$ cat src/hdl/pcse_pkg.sv
// Shared types, constants and saturating arithmetic for the polynomial coefficient store.
package pcse_pkg;

   localparam int PCSE_MAX_TERMS = 16;
   // The exponent field is four bits wide, so no more entries than this can be addressed.
   localparam int PCSE_EXP_SPAN  = 16;

   localparam logic signed [31:0] PCSE_S32_MAX = 32'sh7FFF_FFFF;
   localparam logic signed [31:0] PCSE_S32_MIN = 32'sh8000_0000;
   localparam logic signed [63:0] PCSE_Q_HALF  = 64'sd32768;

   typedef enum logic [1:0] {
      CMD_ASSIGN = 2'd0,
      CMD_ADD    = 2'd1,
      CMD_CLEAR  = 2'd2,
      CMD_EVAL   = 2'd3
   } cmd_type;

   typedef enum logic [1:0] {
      ST_IDLE,
      ST_ADD,
      ST_MUL,
      ST_ACC
   } state_type;

   typedef struct packed {
      logic [1:0]         command;
      logic [3:0]         exponent;
      logic signed [31:0] coef_value;
      logic signed [31:0] x_point;
   } req_type;

   typedef struct packed {
      logic signed [31:0] result_value;
      logic [3:0]         current_degree_out;
      logic               overflow;
   } rsp_type;

   typedef struct packed {
      logic mul_en;
      logic acc_en;
      logic acc_clr;
   } eval_ctrl_type;

   typedef struct packed {
      logic signed [31:0] value;
      logic               sat;
   } sat_type;

   function automatic sat_type sat_add32(logic signed [31:0] a, logic signed [31:0] b);
      logic signed [32:0] s;
      sat_type            r;
      s = {a[31], a} + {b[31], b};
      if (s[32] != s[31]) begin
         r.value = s[32] ? PCSE_S32_MIN : PCSE_S32_MAX;
         r.sat   = 1'b1;
      end else begin
         r.value = s[31:0];
         r.sat   = 1'b0;
      end
      return r;
   endfunction

endpackage

$ cat src/hdl/pcse_coef_ram.sv
// Coefficient memory: one write port and one registered read port.
module pcse_coef_ram #(
   parameter int DEPTH = pcse_pkg::PCSE_MAX_TERMS
) (
   input  logic                       clock,
   input  logic                       wr_en,
   input  logic [$clog2(DEPTH)-1:0]   wr_addr,
   input  logic signed [31:0]         wr_data,
   input  logic                       rd_en,
   input  logic [$clog2(DEPTH)-1:0]   rd_addr,
   output logic signed [31:0]         rd_data
);
   logic signed [31:0] mem [DEPTH];
   logic signed [31:0] rd_data_ff;

   always_ff @(posedge clock) begin
      if (wr_en) begin
         mem[wr_addr] <= wr_data;
      end
   end

   always_ff @(posedge clock) begin
      if (rd_en) begin
         rd_data_ff <= mem[rd_addr];
      end
   end

   assign rd_data = rd_data_ff;

endmodule

$ cat src/hdl/pcse_eval_unit.sv
// Horner step datapath: registered Q16.16 product, then round, saturate and add a coefficient.
module pcse_eval_unit (
   input  logic                     clock,
   input  pcse_pkg::eval_ctrl_type  ctrl,
   input  logic signed [31:0]       x_point,
   input  logic signed [31:0]       coef,
   output logic signed [31:0]       acc_next,
   output logic                     sat_next
);
   import pcse_pkg::*;

   logic signed [63:0] prod_ff;
   logic signed [31:0] acc_ff;
   logic               sat_ff;
   logic signed [63:0] rnd;
   logic signed [47:0] t48;
   logic [16:0]        t_hi;
   logic               t_sat;
   logic signed [31:0] t32;
   sat_type            sum;

   always_ff @(posedge clock) begin
      if (ctrl.mul_en) begin
         prod_ff <= acc_ff * x_point;
      end
   end

   // Floor of (p + 1/2) in Q16.16 is an arithmetic shift of the biased product.
   always_comb begin
      rnd   = prod_ff + PCSE_Q_HALF;
      t48   = rnd[63:16];
      t_hi  = t48[47:31];
      t_sat = !((&t_hi) || (~|t_hi));
      if (t_sat) begin
         t32 = t48[47] ? PCSE_S32_MIN : PCSE_S32_MAX;
      end else begin
         t32 = t48[31:0];
      end
      sum      = sat_add32(t32, coef);
      acc_next = sum.value;
      sat_next = sat_ff | t_sat | sum.sat;
   end

   always_ff @(posedge clock) begin
      if (ctrl.acc_clr) begin
         acc_ff <= '0;
         sat_ff <= 1'b0;
      end else if (ctrl.acc_en) begin
         acc_ff <= acc_next;
         sat_ff <= sat_next;
      end
   end

endmodule

$ cat src/hdl/polynomial_coefficient_store_eval.sv
// Top level of the polynomial coefficient store: command sequencer, degree tracking, result register.
//
//   channel   ports                           direction  notes
//   request   start, busy, req_word           in         word taken when start && !busy
//   response  rsp_valid, rsp_word             out        one-cycle strobe, cannot be held off
//
// Assign, clear and out-of-range add answer in the cycle after acceptance, and busy stays low.
// An in-range add first reads the memory, then does the saturating write back in ST_ADD.
// Evaluate walks the entries from the current degree down to zero, at most min(MAX_TERMS, 16) of them;
// the multiply register and the accumulate step alternate once per coefficient.
// Reset clears the per-entry nonzero bits, so the table reads as zero at once.
// The response has no back-pressure; busy alone holds off new commands.
module polynomial_coefficient_store_eval #(
   parameter int MAX_TERMS = pcse_pkg::PCSE_MAX_TERMS
) (
   input  logic              clock,
   input  logic              reset,
   input  logic              start,
   output logic              busy,
   input  pcse_pkg::req_type req_word,
   output logic              rsp_valid,
   output pcse_pkg::rsp_type rsp_word
);
   import pcse_pkg::*;

   localparam int DEPTH = (MAX_TERMS < PCSE_EXP_SPAN) ? MAX_TERMS : PCSE_EXP_SPAN;
   localparam int IDX_W = $clog2(DEPTH);

   state_type          state_ff, state_in;
   req_type            req_ff, req_in;
   logic [DEPTH-1:0]   nz_ff, nz_in;
   logic [3:0]         degree_ff, degree_in;
   logic [IDX_W-1:0]   k_ff, k_in;
   logic               rd_nz_ff;
   rsp_type            rsp_word_ff, rsp_word_in;
   logic               rsp_valid_ff, rsp_valid_in;

   logic               accept;
   logic               in_range;
   logic [IDX_W-1:0]   req_idx;
   logic [IDX_W-1:0]   held_idx;

   logic               wr_en;
   logic [IDX_W-1:0]   wr_addr;
   logic signed [31:0] wr_data;
   logic               rd_en;
   logic [IDX_W-1:0]   rd_addr;
   logic signed [31:0] rd_data;
   logic signed [31:0] coef;

   eval_ctrl_type      ctrl;
   logic signed [31:0] acc_next;
   logic               sat_next;
   sat_type            add_sum;

   assign busy     = (state_ff != ST_IDLE);
   assign accept   = start && !busy;
   assign in_range = (int'(req_word.exponent) < DEPTH);
   assign req_idx  = req_word.exponent[IDX_W-1:0];
   assign held_idx = req_ff.exponent[IDX_W-1:0];
   // An entry whose nonzero bit is clear reads as zero, whatever the memory holds.
   assign coef     = rd_nz_ff ? rd_data : 32'sd0;
   assign add_sum  = sat_add32(coef, req_ff.coef_value);

   pcse_coef_ram #(
      .DEPTH (DEPTH)
   ) u_ram (
      .clock   (clock),
      .wr_en   (wr_en),
      .wr_addr (wr_addr),
      .wr_data (wr_data),
      .rd_en   (rd_en),
      .rd_addr (rd_addr),
      .rd_data (rd_data)
   );

   pcse_eval_unit u_eval (
      .clock    (clock),
      .ctrl     (ctrl),
      .x_point  (req_ff.x_point),
      .coef     (coef),
      .acc_next (acc_next),
      .sat_next (sat_next)
   );

   // Next state.
   always_comb begin
      state_in = state_ff;
      unique case (state_ff)
         ST_IDLE: begin
            if (accept) begin
               if (req_word.command == CMD_ADD && in_range) begin
                  state_in = ST_ADD;
               end else if (req_word.command == CMD_EVAL) begin
                  state_in = ST_MUL;
               end
            end
         end
         ST_ADD: state_in = ST_IDLE;
         ST_MUL: state_in = ST_ACC;
         ST_ACC: state_in = (k_ff == '0) ? ST_IDLE : ST_MUL;
         default: state_in = ST_IDLE;
      endcase
   end

   // Datapath controls and bookkeeping.
   always_comb begin
      req_in       = req_ff;
      nz_in        = nz_ff;
      k_in         = k_ff;
      wr_en        = 1'b0;
      wr_addr      = req_idx;
      wr_data      = req_word.coef_value;
      rd_en        = 1'b0;
      rd_addr      = req_idx;
      ctrl         = '0;
      rsp_valid_in = 1'b0;
      rsp_word_in  = '0;
      unique case (state_ff)
         ST_IDLE: begin
            if (accept) begin
               req_in = req_word;
               unique case (req_word.command)
                  CMD_ASSIGN: begin
                     if (in_range) begin
                        wr_en          = 1'b1;
                        nz_in[req_idx] = (req_word.coef_value != 32'sd0);
                     end
                     rsp_valid_in = 1'b1;
                  end
                  CMD_ADD: begin
                     if (in_range) begin
                        rd_en = 1'b1;
                     end else begin
                        rsp_valid_in = 1'b1;
                     end
                  end
                  CMD_CLEAR: begin
                     nz_in        = '0;
                     rsp_valid_in = 1'b1;
                  end
                  CMD_EVAL: begin
                     rd_en        = 1'b1;
                     rd_addr      = degree_ff[IDX_W-1:0];
                     k_in         = degree_ff[IDX_W-1:0];
                     ctrl.acc_clr = 1'b1;
                  end
                  default: ;
               endcase
            end
         end
         ST_ADD: begin
            wr_en                = 1'b1;
            wr_addr              = held_idx;
            wr_data              = add_sum.value;
            nz_in[held_idx]      = (add_sum.value != 32'sd0);
            rsp_valid_in         = 1'b1;
            rsp_word_in.overflow = add_sum.sat;
         end
         ST_MUL: begin
            ctrl.mul_en = 1'b1;
         end
         ST_ACC: begin
            ctrl.acc_en = 1'b1;
            if (k_ff == '0) begin
               rsp_valid_in             = 1'b1;
               rsp_word_in.result_value = acc_next;
               rsp_word_in.overflow     = sat_next;
            end else begin
               k_in    = k_ff - 1'b1;
               rd_en   = 1'b1;
               rd_addr = k_ff - 1'b1;
            end
         end
         default: ;
      endcase
      rsp_word_in.current_degree_out = degree_in;
   end

   // The degree is the highest entry whose nonzero bit is set.
   always_comb begin
      degree_in = '0;
      for (int i = 0; i < DEPTH; i++) begin
         if (nz_in[i]) begin
            degree_in = 4'(i);
         end
      end
   end

   always_ff @(posedge clock) begin
      if (reset) begin
         state_ff     <= ST_IDLE;
         nz_ff        <= '0;
         degree_ff    <= '0;
         k_ff         <= '0;
         rsp_valid_ff <= 1'b0;
      end else begin
         state_ff     <= state_in;
         nz_ff        <= nz_in;
         degree_ff    <= degree_in;
         k_ff         <= k_in;
         rsp_valid_ff <= rsp_valid_in;
      end
   end

   always_ff @(posedge clock) begin
      req_ff      <= req_in;
      rsp_word_ff <= rsp_word_in;
      if (rd_en) begin
         rd_nz_ff <= nz_ff[rd_addr];
      end
   end

   assign rsp_valid = rsp_valid_ff;
   assign rsp_word  = rsp_word_ff;

   a_rsp_when_idle: assert property (@(posedge clock) disable iff (reset)
      rsp_valid |-> !busy)
      else $error("response strobe while a command is still in progress");

   a_accept_progress: assert property (@(posedge clock) disable iff (reset)
      accept |=> (rsp_valid || busy))
      else $error("accepted command neither answered nor in progress");

   a_degree_nonzero: assert property (@(posedge clock) disable iff (reset)
      (degree_ff == 4'd0) || nz_ff[degree_ff[IDX_W-1:0]])
      else $error("degree points at a zero coefficient");

   a_walk_bounded: assert property (@(posedge clock) disable iff (reset)
      (state_ff == ST_MUL || state_ff == ST_ACC) |-> (4'(k_ff) <= degree_ff))
      else $error("Horner index above the current degree");

endmodule

$ cat config.mk
export PLATFORM = sky130hd
export DESIGN_NAME = polynomial_coefficient_store_eval
export DESIGN_NICKNAME = d
export VERILOG_FILES = /design/src/hdl/pcse_pkg.sv /design/src/hdl/pcse_coef_ram.sv /design/src/hdl/pcse_eval_unit.sv /design/src/hdl/polynomial_coefficient_store_eval.sv
export SDC_FILE = /design/constraint.sdc
export NUM_CORES = 2
export LEC_CHECK = 0
export ABC_AREA = 1
export BUFFER_PORTS_ARGS = -buffer_cell sky130_fd_sc_hd__buf_2
export CORE_UTILIZATION = 45
export DETAILED_ROUTE_END_ITERATION = 7
export GPL_TIMING_DRIVEN = 0
export PLACE_DENSITY = 0.58
export SETUP_SLACK_MARGIN = 0.1
export SLEW_MARGIN = 20
export SYNTH_ARGS = -nofsm -noshare
export SYNTH_HDL_FRONTEND = slang
export SYNTH_HIERARCHICAL = 1
export SYNTH_SLANG_ARGS = --single-unit
$ cat constraint.sdc
create_clock -name clock -period 23.4 [get_ports clock]
set_input_delay 3.51 -clock clock [delete_from_list [all_inputs] [get_ports clock]]
set_output_delay 3.51 -clock clock [all_outputs]
set_load 0.03 [all_outputs]
Yosys cells after proc, flatten, opt, wreduce, memory -nomap -nowiden
Memory sizes are Yosys's and may differ from the RTL's. A register that Yosys moved wholly into a read port is not among the register bits.
Cells that the tools add are included.
{ "totals": {"mem_bits_ro": 0, "regBits": 230, "latch_bits": 0, "mem_bits_rw": 512, "memories": 1, "output_inout_bits": 39} }
{ "memory_table": {"columns": ["memory", "words", "word_bits", "read_ports", "rd_ports_with_merged_regs", "write_ports", "line_no", "rtl"], "rows": [
  ["u_ram.mem", 16, 32, 1, 1, 1, "pcse_coef_ram.sv:13", "logic signed [31:0] mem [DEPTH];"]
]} }
{ "classes": {"n_eq_ne": 13, "reduce_logical": 24, "n_shift": 0, "addsub": 4, "n_div": 0, "mul": 1, "mux": 68, "order_cmp": 5, "bitwise_logic": 2} }
{ "op_table": {"columns": ["operator", "n"], "rows": [
  ["$mux W32", 6],
  ["$mux W4", 21],
  ["$add A32 B32 Y33", 2],
  ["$mux W33", 2],
  ["$add A64 B17 Y64 const B", 1],
  ["$mul A32 B32 Y64", 1],
  ["$pmux W16 S2", 2],
  ["$reduce_bool A32 Y1", 2],
  ["$bwmux W16", 2],
  ["$mux W1", 20],
  ["$reduce_and A17 Y1", 1],
  ["$reduce_or A17 Y1", 1],
  ["$mux W16", 1],
  ["$pmux W4 S2", 2],
  ["$lt A4 B5 Y1 const B", 3],
  ["$demux W1 S4", 2],
  ["$eq A2 B2 Y1 const B", 4],
  ["$ge A4 B1 Y1 const B", 2],
  ["$mux W2", 4],
  ["$pmux W2 S4", 1],
  ["$ne A2 B2 Y1 const B", 3],
  ["$pmux W1 S2", 3],
  ["$reduce_and A2 Y1", 3],
  ["$reduce_bool A2 Y1", 3],
  ["other kinds (16)", 25]
]} }

Depth between registers and ports, before layout
{ "depth": {"word_depth": 23, "ltp_mapped": 38, "mapped_depth_nobuf": 37} }

Modules after synthesis
Netlist, hierarchy kept.
{ "by_module_without_submodules": {"columns": ["mod", "n_inst", "cells_per_inst", "area_per_inst_um2"], "rows": [
  ["pcse_eval_unit", 1, 5784, 44565.2],
  ["pcse_coef_ram", 1, 2120, 23050.9],
  ["polynomial_coefficient_store_eval", 1, 1257, 8917.3]
]} }

Least setup slack after synthesis
No wires, ideal clock.
{ "synth_path": {"path_kind": "register to register", "from": "register u_eval.acc_ff[31]", "to": "register u_eval.prod_ff[59], data pin", "path_slack_ps": 15854, "setup_ps": 252, "stages_incl_launch_ff": 27, "required_time_ps": 23148, "arrival_time_ps": 7294, "n_path_buf": 2, "cell_sequence": "dfxtp_1 clkbuf_1 clkbuf_1 nand2_1 inv_1 fa_1 fa_1 fa_1 inv_1 fa_1 inv_1 fa_1 fa_1 inv_1 fa_1 inv_1 fa_1 ha_1 a21o_1 a21oi_1 o21ai_0 nand2_1 a21oi_1 a211oi_1 nand2_1 nand2_1 nand2_1"} }
{ "synth_between": {"elab_chain_cells": 1} }
{ "synth_rtl": {"columns": ["element", "line_no", "rtl"], "rows": [
  ["from (decl)", "pcse_eval_unit.sv:13", "logic signed [31:0] acc_ff;"],
  ["from (signal assigned)", "pcse_eval_unit.sv:49", "acc_ff <= acc_next;"],
  ["$mul A32 B32 Y64", "pcse_eval_unit.sv:24", "prod_ff <= acc_ff * x_point;"],
  ["to (signal assigned)", "pcse_eval_unit.sv:24", null],
  ["to (decl)", "pcse_eval_unit.sv:12", "logic signed [63:0] prod_ff;"]
]} }
No other way between the ends.
A chain may end at the register's enable or synchronous reset.

Final worst setup path
{ "layout_path": {"from": "register u_eval.acc_ff[31]", "to": "register u_eval.prod_ff[63], data pin"} }
Same word-level chain as after synthesis.

==> Implementation_results.wiki <==
{| class="wikitable"
! Metric !! Value
|-
| Run status || finished with violations
|-
| Violated checks || DRC
|-
| Share of final-layout standard cells stronger than drive strength 1 || 0.0567
|-
| Yosys reg bits || 759
|-
| Largest net degree at the start of global routing || 52
|-
| Total of warnings raised by yosys || 6
|-
| Worst Path Class, Setup || reg2reg
|-
| Detailed placement HPWL || 239000 µm
|-
| Hold WC Path Type || reg2reg
|-
| Area Growth Syn to Fin || 9.42%
|-
| Final Max Tran Viols || 0
|-
| Most frequent cells in the layout || sky130_fd_sc_hd__nand2_1, sky130_fd_sc_hd__inv_1, sky130_fd_sc_hd__fa_1, sky130_fd_sc_hd__edfxtp_1, sky130_fd_sc_hd__nand3_1
|-
| Async set or reset register ratio after synthesis || 0
|-
| Summed instance area of the synthesized netlist || 76500 µm²
|-
| Residual overflow from global routing || 0
|-
| Core Rows || 150
|-
| Number of ports placed on the die boundary || 112
|-
| Shortest period the worst path allows || 10.13 ns
|-
| Gate count of the mapped netlist || 9161
|-
| Post-synth EDFFs || 662
|-
| Via count of the first global-routing pass || 61900
|-
| Normalized max-slew margin || 0.145
|-
| Post-CTS setup buffer count || 0
|-
| H-tree depth || 3
|-
| Ys flop type || sky130_fd_sc_hd__edfxtp_1
|-
| Unrepaired setup endpoints after global routing || no
|-
| Number of buffers inserted during clock tree synthesis || 81
|-
| Via density per instance || 5.31
|-
| Fmax || 98.7 MHz
|-
| Post-Route Setup TNS || 0 ns
|-
| Post-layout instance area || 83700 µm²
|-
| Synth cell types || 67
|-
| Most common library cell in the layout ignoring fill and taps || sky130_fd_sc_hd__nand2_1
|-
| Critical path cell sequence || clkbuf_1, clkbuf_1, nand2_1, fa_1, fa_1, inv_1, fa_1, inv_1, fa_1, inv_1, fa_1, inv_1, fa_1, fa_1, inv_1, fa_1, ha_1, nand2_1, nor3_1, nand2_1, nor4_1, a21oi_1, nand2_1, nand2_1
|-
| Antenna violations before repair || 13
|-
| Horiz. Die Dim || 414 µm
|-
| Type of element capturing the critical path || flip-flop
|-
| Synthesized netlist net count || 10600
|-
| Post-CTS sizing || 0
|-
| Peak per-stage delay on the critical path || 1.05 ns
|-
| Die Footprint || 172000 µm²
|-
| TritonCTS sink count || 759
|-
| Overall die height || 414 µm
|-
| Total number of vias || 62000
|-
| DRC violations left || 2
|-
| Highest fanout seen on the critical path || 10
|-
| Cell Area, Placed || 81000 µm²
|-
| Avg WL per Cell || 24.6 µm
|-
| Count of hold buffers inserted by post-cts repair || 0
|-
| Maximum clock skew at final layout || 0.0488 ns
|-
| Clock-pin slew reported for the worst setup and hold paths after clock tree synthesis || 0.06 ns
|-
| Startpoint types || flip-flop
|-
| TritonCTS clock tree || built
|-
| Total Routed Length || 288000 µm
|-
| Number of buffers and inverters on the critical path || 7
|-
| Area of the core region || 168000 µm²
|-
| Cell with the largest stage delay on the worst path || sky130_fd_sc_hd__fa_1
|-
| Fraction of the cycle the final worst path needs || 0.433
|-
| Final Hold Viols || 0
|-
| Post-synthesis average cell area || 8.35 µm²
|-
| Antenna violation net count after detailed routing || 0
|-
| Layout net count || 10800
|-
| Number of violations reported at the end of detailed-routing iteration 0 || 6725
|-
| Sequential cell area fraction in the yosys report || 0.285
|-
| Port Buf Inserts || 111
|-
| Clock Latency Late Sink || 0.72 ns
|-
| Most frequent cell on the critical path || sky130_fd_sc_hd__fa_1
|-
| Worst path required time || 23.85 ns
|-
| All-layer global routing usage || 0.337
|-
| Transition time at the pin with the least slew margin || 1.28 ns
|-
| Root buf cell || sky130_fd_sc_hd__clkbuf_16
|-
| Family with the most delay on the worst path || adder cells
|-
| Global-route wire length before repair || 420000 µm
|-
| Clock Tree Buf Depth || 3
|-
| Count of final setup violators || 0
|-
| CP arrival || 10.58 ns
|-
| Global placer's final weighted congestion || 1.00
|-
| Starting Density || 0.456
|-
| Number of max-cap violations || 0
|-
| Iteration count of the initial detailed-routing pass || 8
|}
==> Yosys cell counts (all sizes together) (9+ instances only) <==
library cell	n	area, µm²
nand2	2582	9810
inv	2324	8730
fa	1083	21700
edfxtp	662	19900
nor2	527	2070
nand3	516	2610
clkbuf	256	961
ha	250	3130
a21oi	227	1230
o21ai	141	724
buf	115	857
dfxtp	97	1940
xor2	91	797
xnor2	37	324
nor3	36	195
nand4	35	225
o21bai	24	180
a21o	23	173
a31oi	19	119
a22oi	16	120
o211ai	14	105
o21a	12	90.1
nor4	11	81.3
a211oi	10	75.1
o311ai	9	78.8
==> worst reg2reg max path, cell delays in order, from the launching register on <==
cell	delay, ns
sky130_fd_sc_hd__dfxtp_1	0.30
sky130_fd_sc_hd__clkbuf_1	0.31
sky130_fd_sc_hd__clkbuf_1	0.88
sky130_fd_sc_hd__nand2_1	0.33
sky130_fd_sc_hd__fa_1	0.71
sky130_fd_sc_hd__fa_1	1.06
sky130_fd_sc_hd__inv_1	0.15
sky130_fd_sc_hd__fa_1	0.74
sky130_fd_sc_hd__inv_1	0.32
sky130_fd_sc_hd__fa_1	0.57
sky130_fd_sc_hd__inv_1	0.06
sky130_fd_sc_hd__fa_1	0.52
sky130_fd_sc_hd__inv_1	0.05
sky130_fd_sc_hd__fa_1	0.45
sky130_fd_sc_hd__fa_1	0.49
sky130_fd_sc_hd__inv_1	0.05
sky130_fd_sc_hd__fa_1	0.49
sky130_fd_sc_hd__ha_1	0.47
sky130_fd_sc_hd__nand2_1	0.26
sky130_fd_sc_hd__nor3_1	0.59
sky130_fd_sc_hd__nand2_1	0.25
sky130_fd_sc_hd__nor4_1	0.42
sky130_fd_sc_hd__a21oi_1	0.24
sky130_fd_sc_hd__nand2_1	0.12
sky130_fd_sc_hd__nand2_1	0.05
==> routing by layer <==
layer | share of wire | GRT usage
met5 | 0.00019 | 0
met3 | 0.11 | 0.0688
met4 | 0.043 | 0.128
met1 | 0.41 | 0.470
met2 | 0.44 | 0.516
==> through the flow <==
stage / worst slack, ns / hold WS [ns] / instances / utilization
6_report: 13.27 / 0.503 / 11700 / 0.499
5_1_grt: 12.99 / 0.537 / 11700 / 0.498
4_1_cts: 13.65 / 0.504 / 11700 / 0.498
3_5_place_dp: 13.68 / 0.494 / 11500 / 0.482
3_3_place_gp: 13.37 / 0.486 / 11500 / 0.475
2_1_floorplan: 15.85 / 0.461 / 9161 / -
==> cell families (layout without fill, tap and decap cells) <==
| group | Yosys count | after routing | synth area share |
|---|---|---|---|
| AND/OR/NAND/NOR | 3726 | 3726 | 0.198 |
| AO/OA/AOI/OAI | 518 | 518 | 0.0405 |
| XOR/XNOR | 128 | 128 | 0.0146 |
| buffers and inverters | 2697 | 3009 | 0.138 |
| adder cells (fa/ha/maj) | 1333 | 1333 | 0.324 |
| flip-flops | 759 | 759 | 0.285 |
| other | 0 | 7 | 0 |
==> cell type report <==
| cell class | count | area [µm²] |
|---|---|---|
| Buffer | 372 | 1850 |
| Inverter | 2325 | 8730 |
| Antenna cell | 7 | 17.5 |
| Clock inverter | 41 | 563 |
| Fill cell | 16200 | 84200 |
| Timing Repair Buffer | 163 | 1420 |
| Clock buffer | 108 | 2150 |
| Tap cell | 2204 | 2760 |
| Sequential cell | 759 | 21800 |
| Multi-Input combinational cell | 5705 | 44400 |
==> sequential cells by signal, summed over array words and instances (netlist names) <==
name,cells
u_eval/sat_ff,1
u_eval/acc_ff,32
u_ram/rd_data,32
rsp_valid,1
state_ff,2
held_idx,4
k_ff,4
u_ram/mem,512
u_eval/prod_ff,49
req_ff,64
nz_ff,16
rsp_word,37
degree_ff,4
rd_nz_ff,1
==> path summary, 6_finish.rpt <==
check	cells after the start	endpoint	start	slack (ns)
worst min register to register	2	k_ff[3]	k_ff[3]	0.50
worst max-delay path	24	u_eval/prod_ff[63]	u_eval/acc_ff[31]	13.27
worst min-delay path	2	k_ff[3]	k_ff[3]	0.50
worst max register to register	24	u_eval/prod_ff[63]	u_eval/acc_ff[31]	13.27
Power is not shown: default switching activity piles up to over one toggle a cycle in this logic, so the estimate is an artifact.
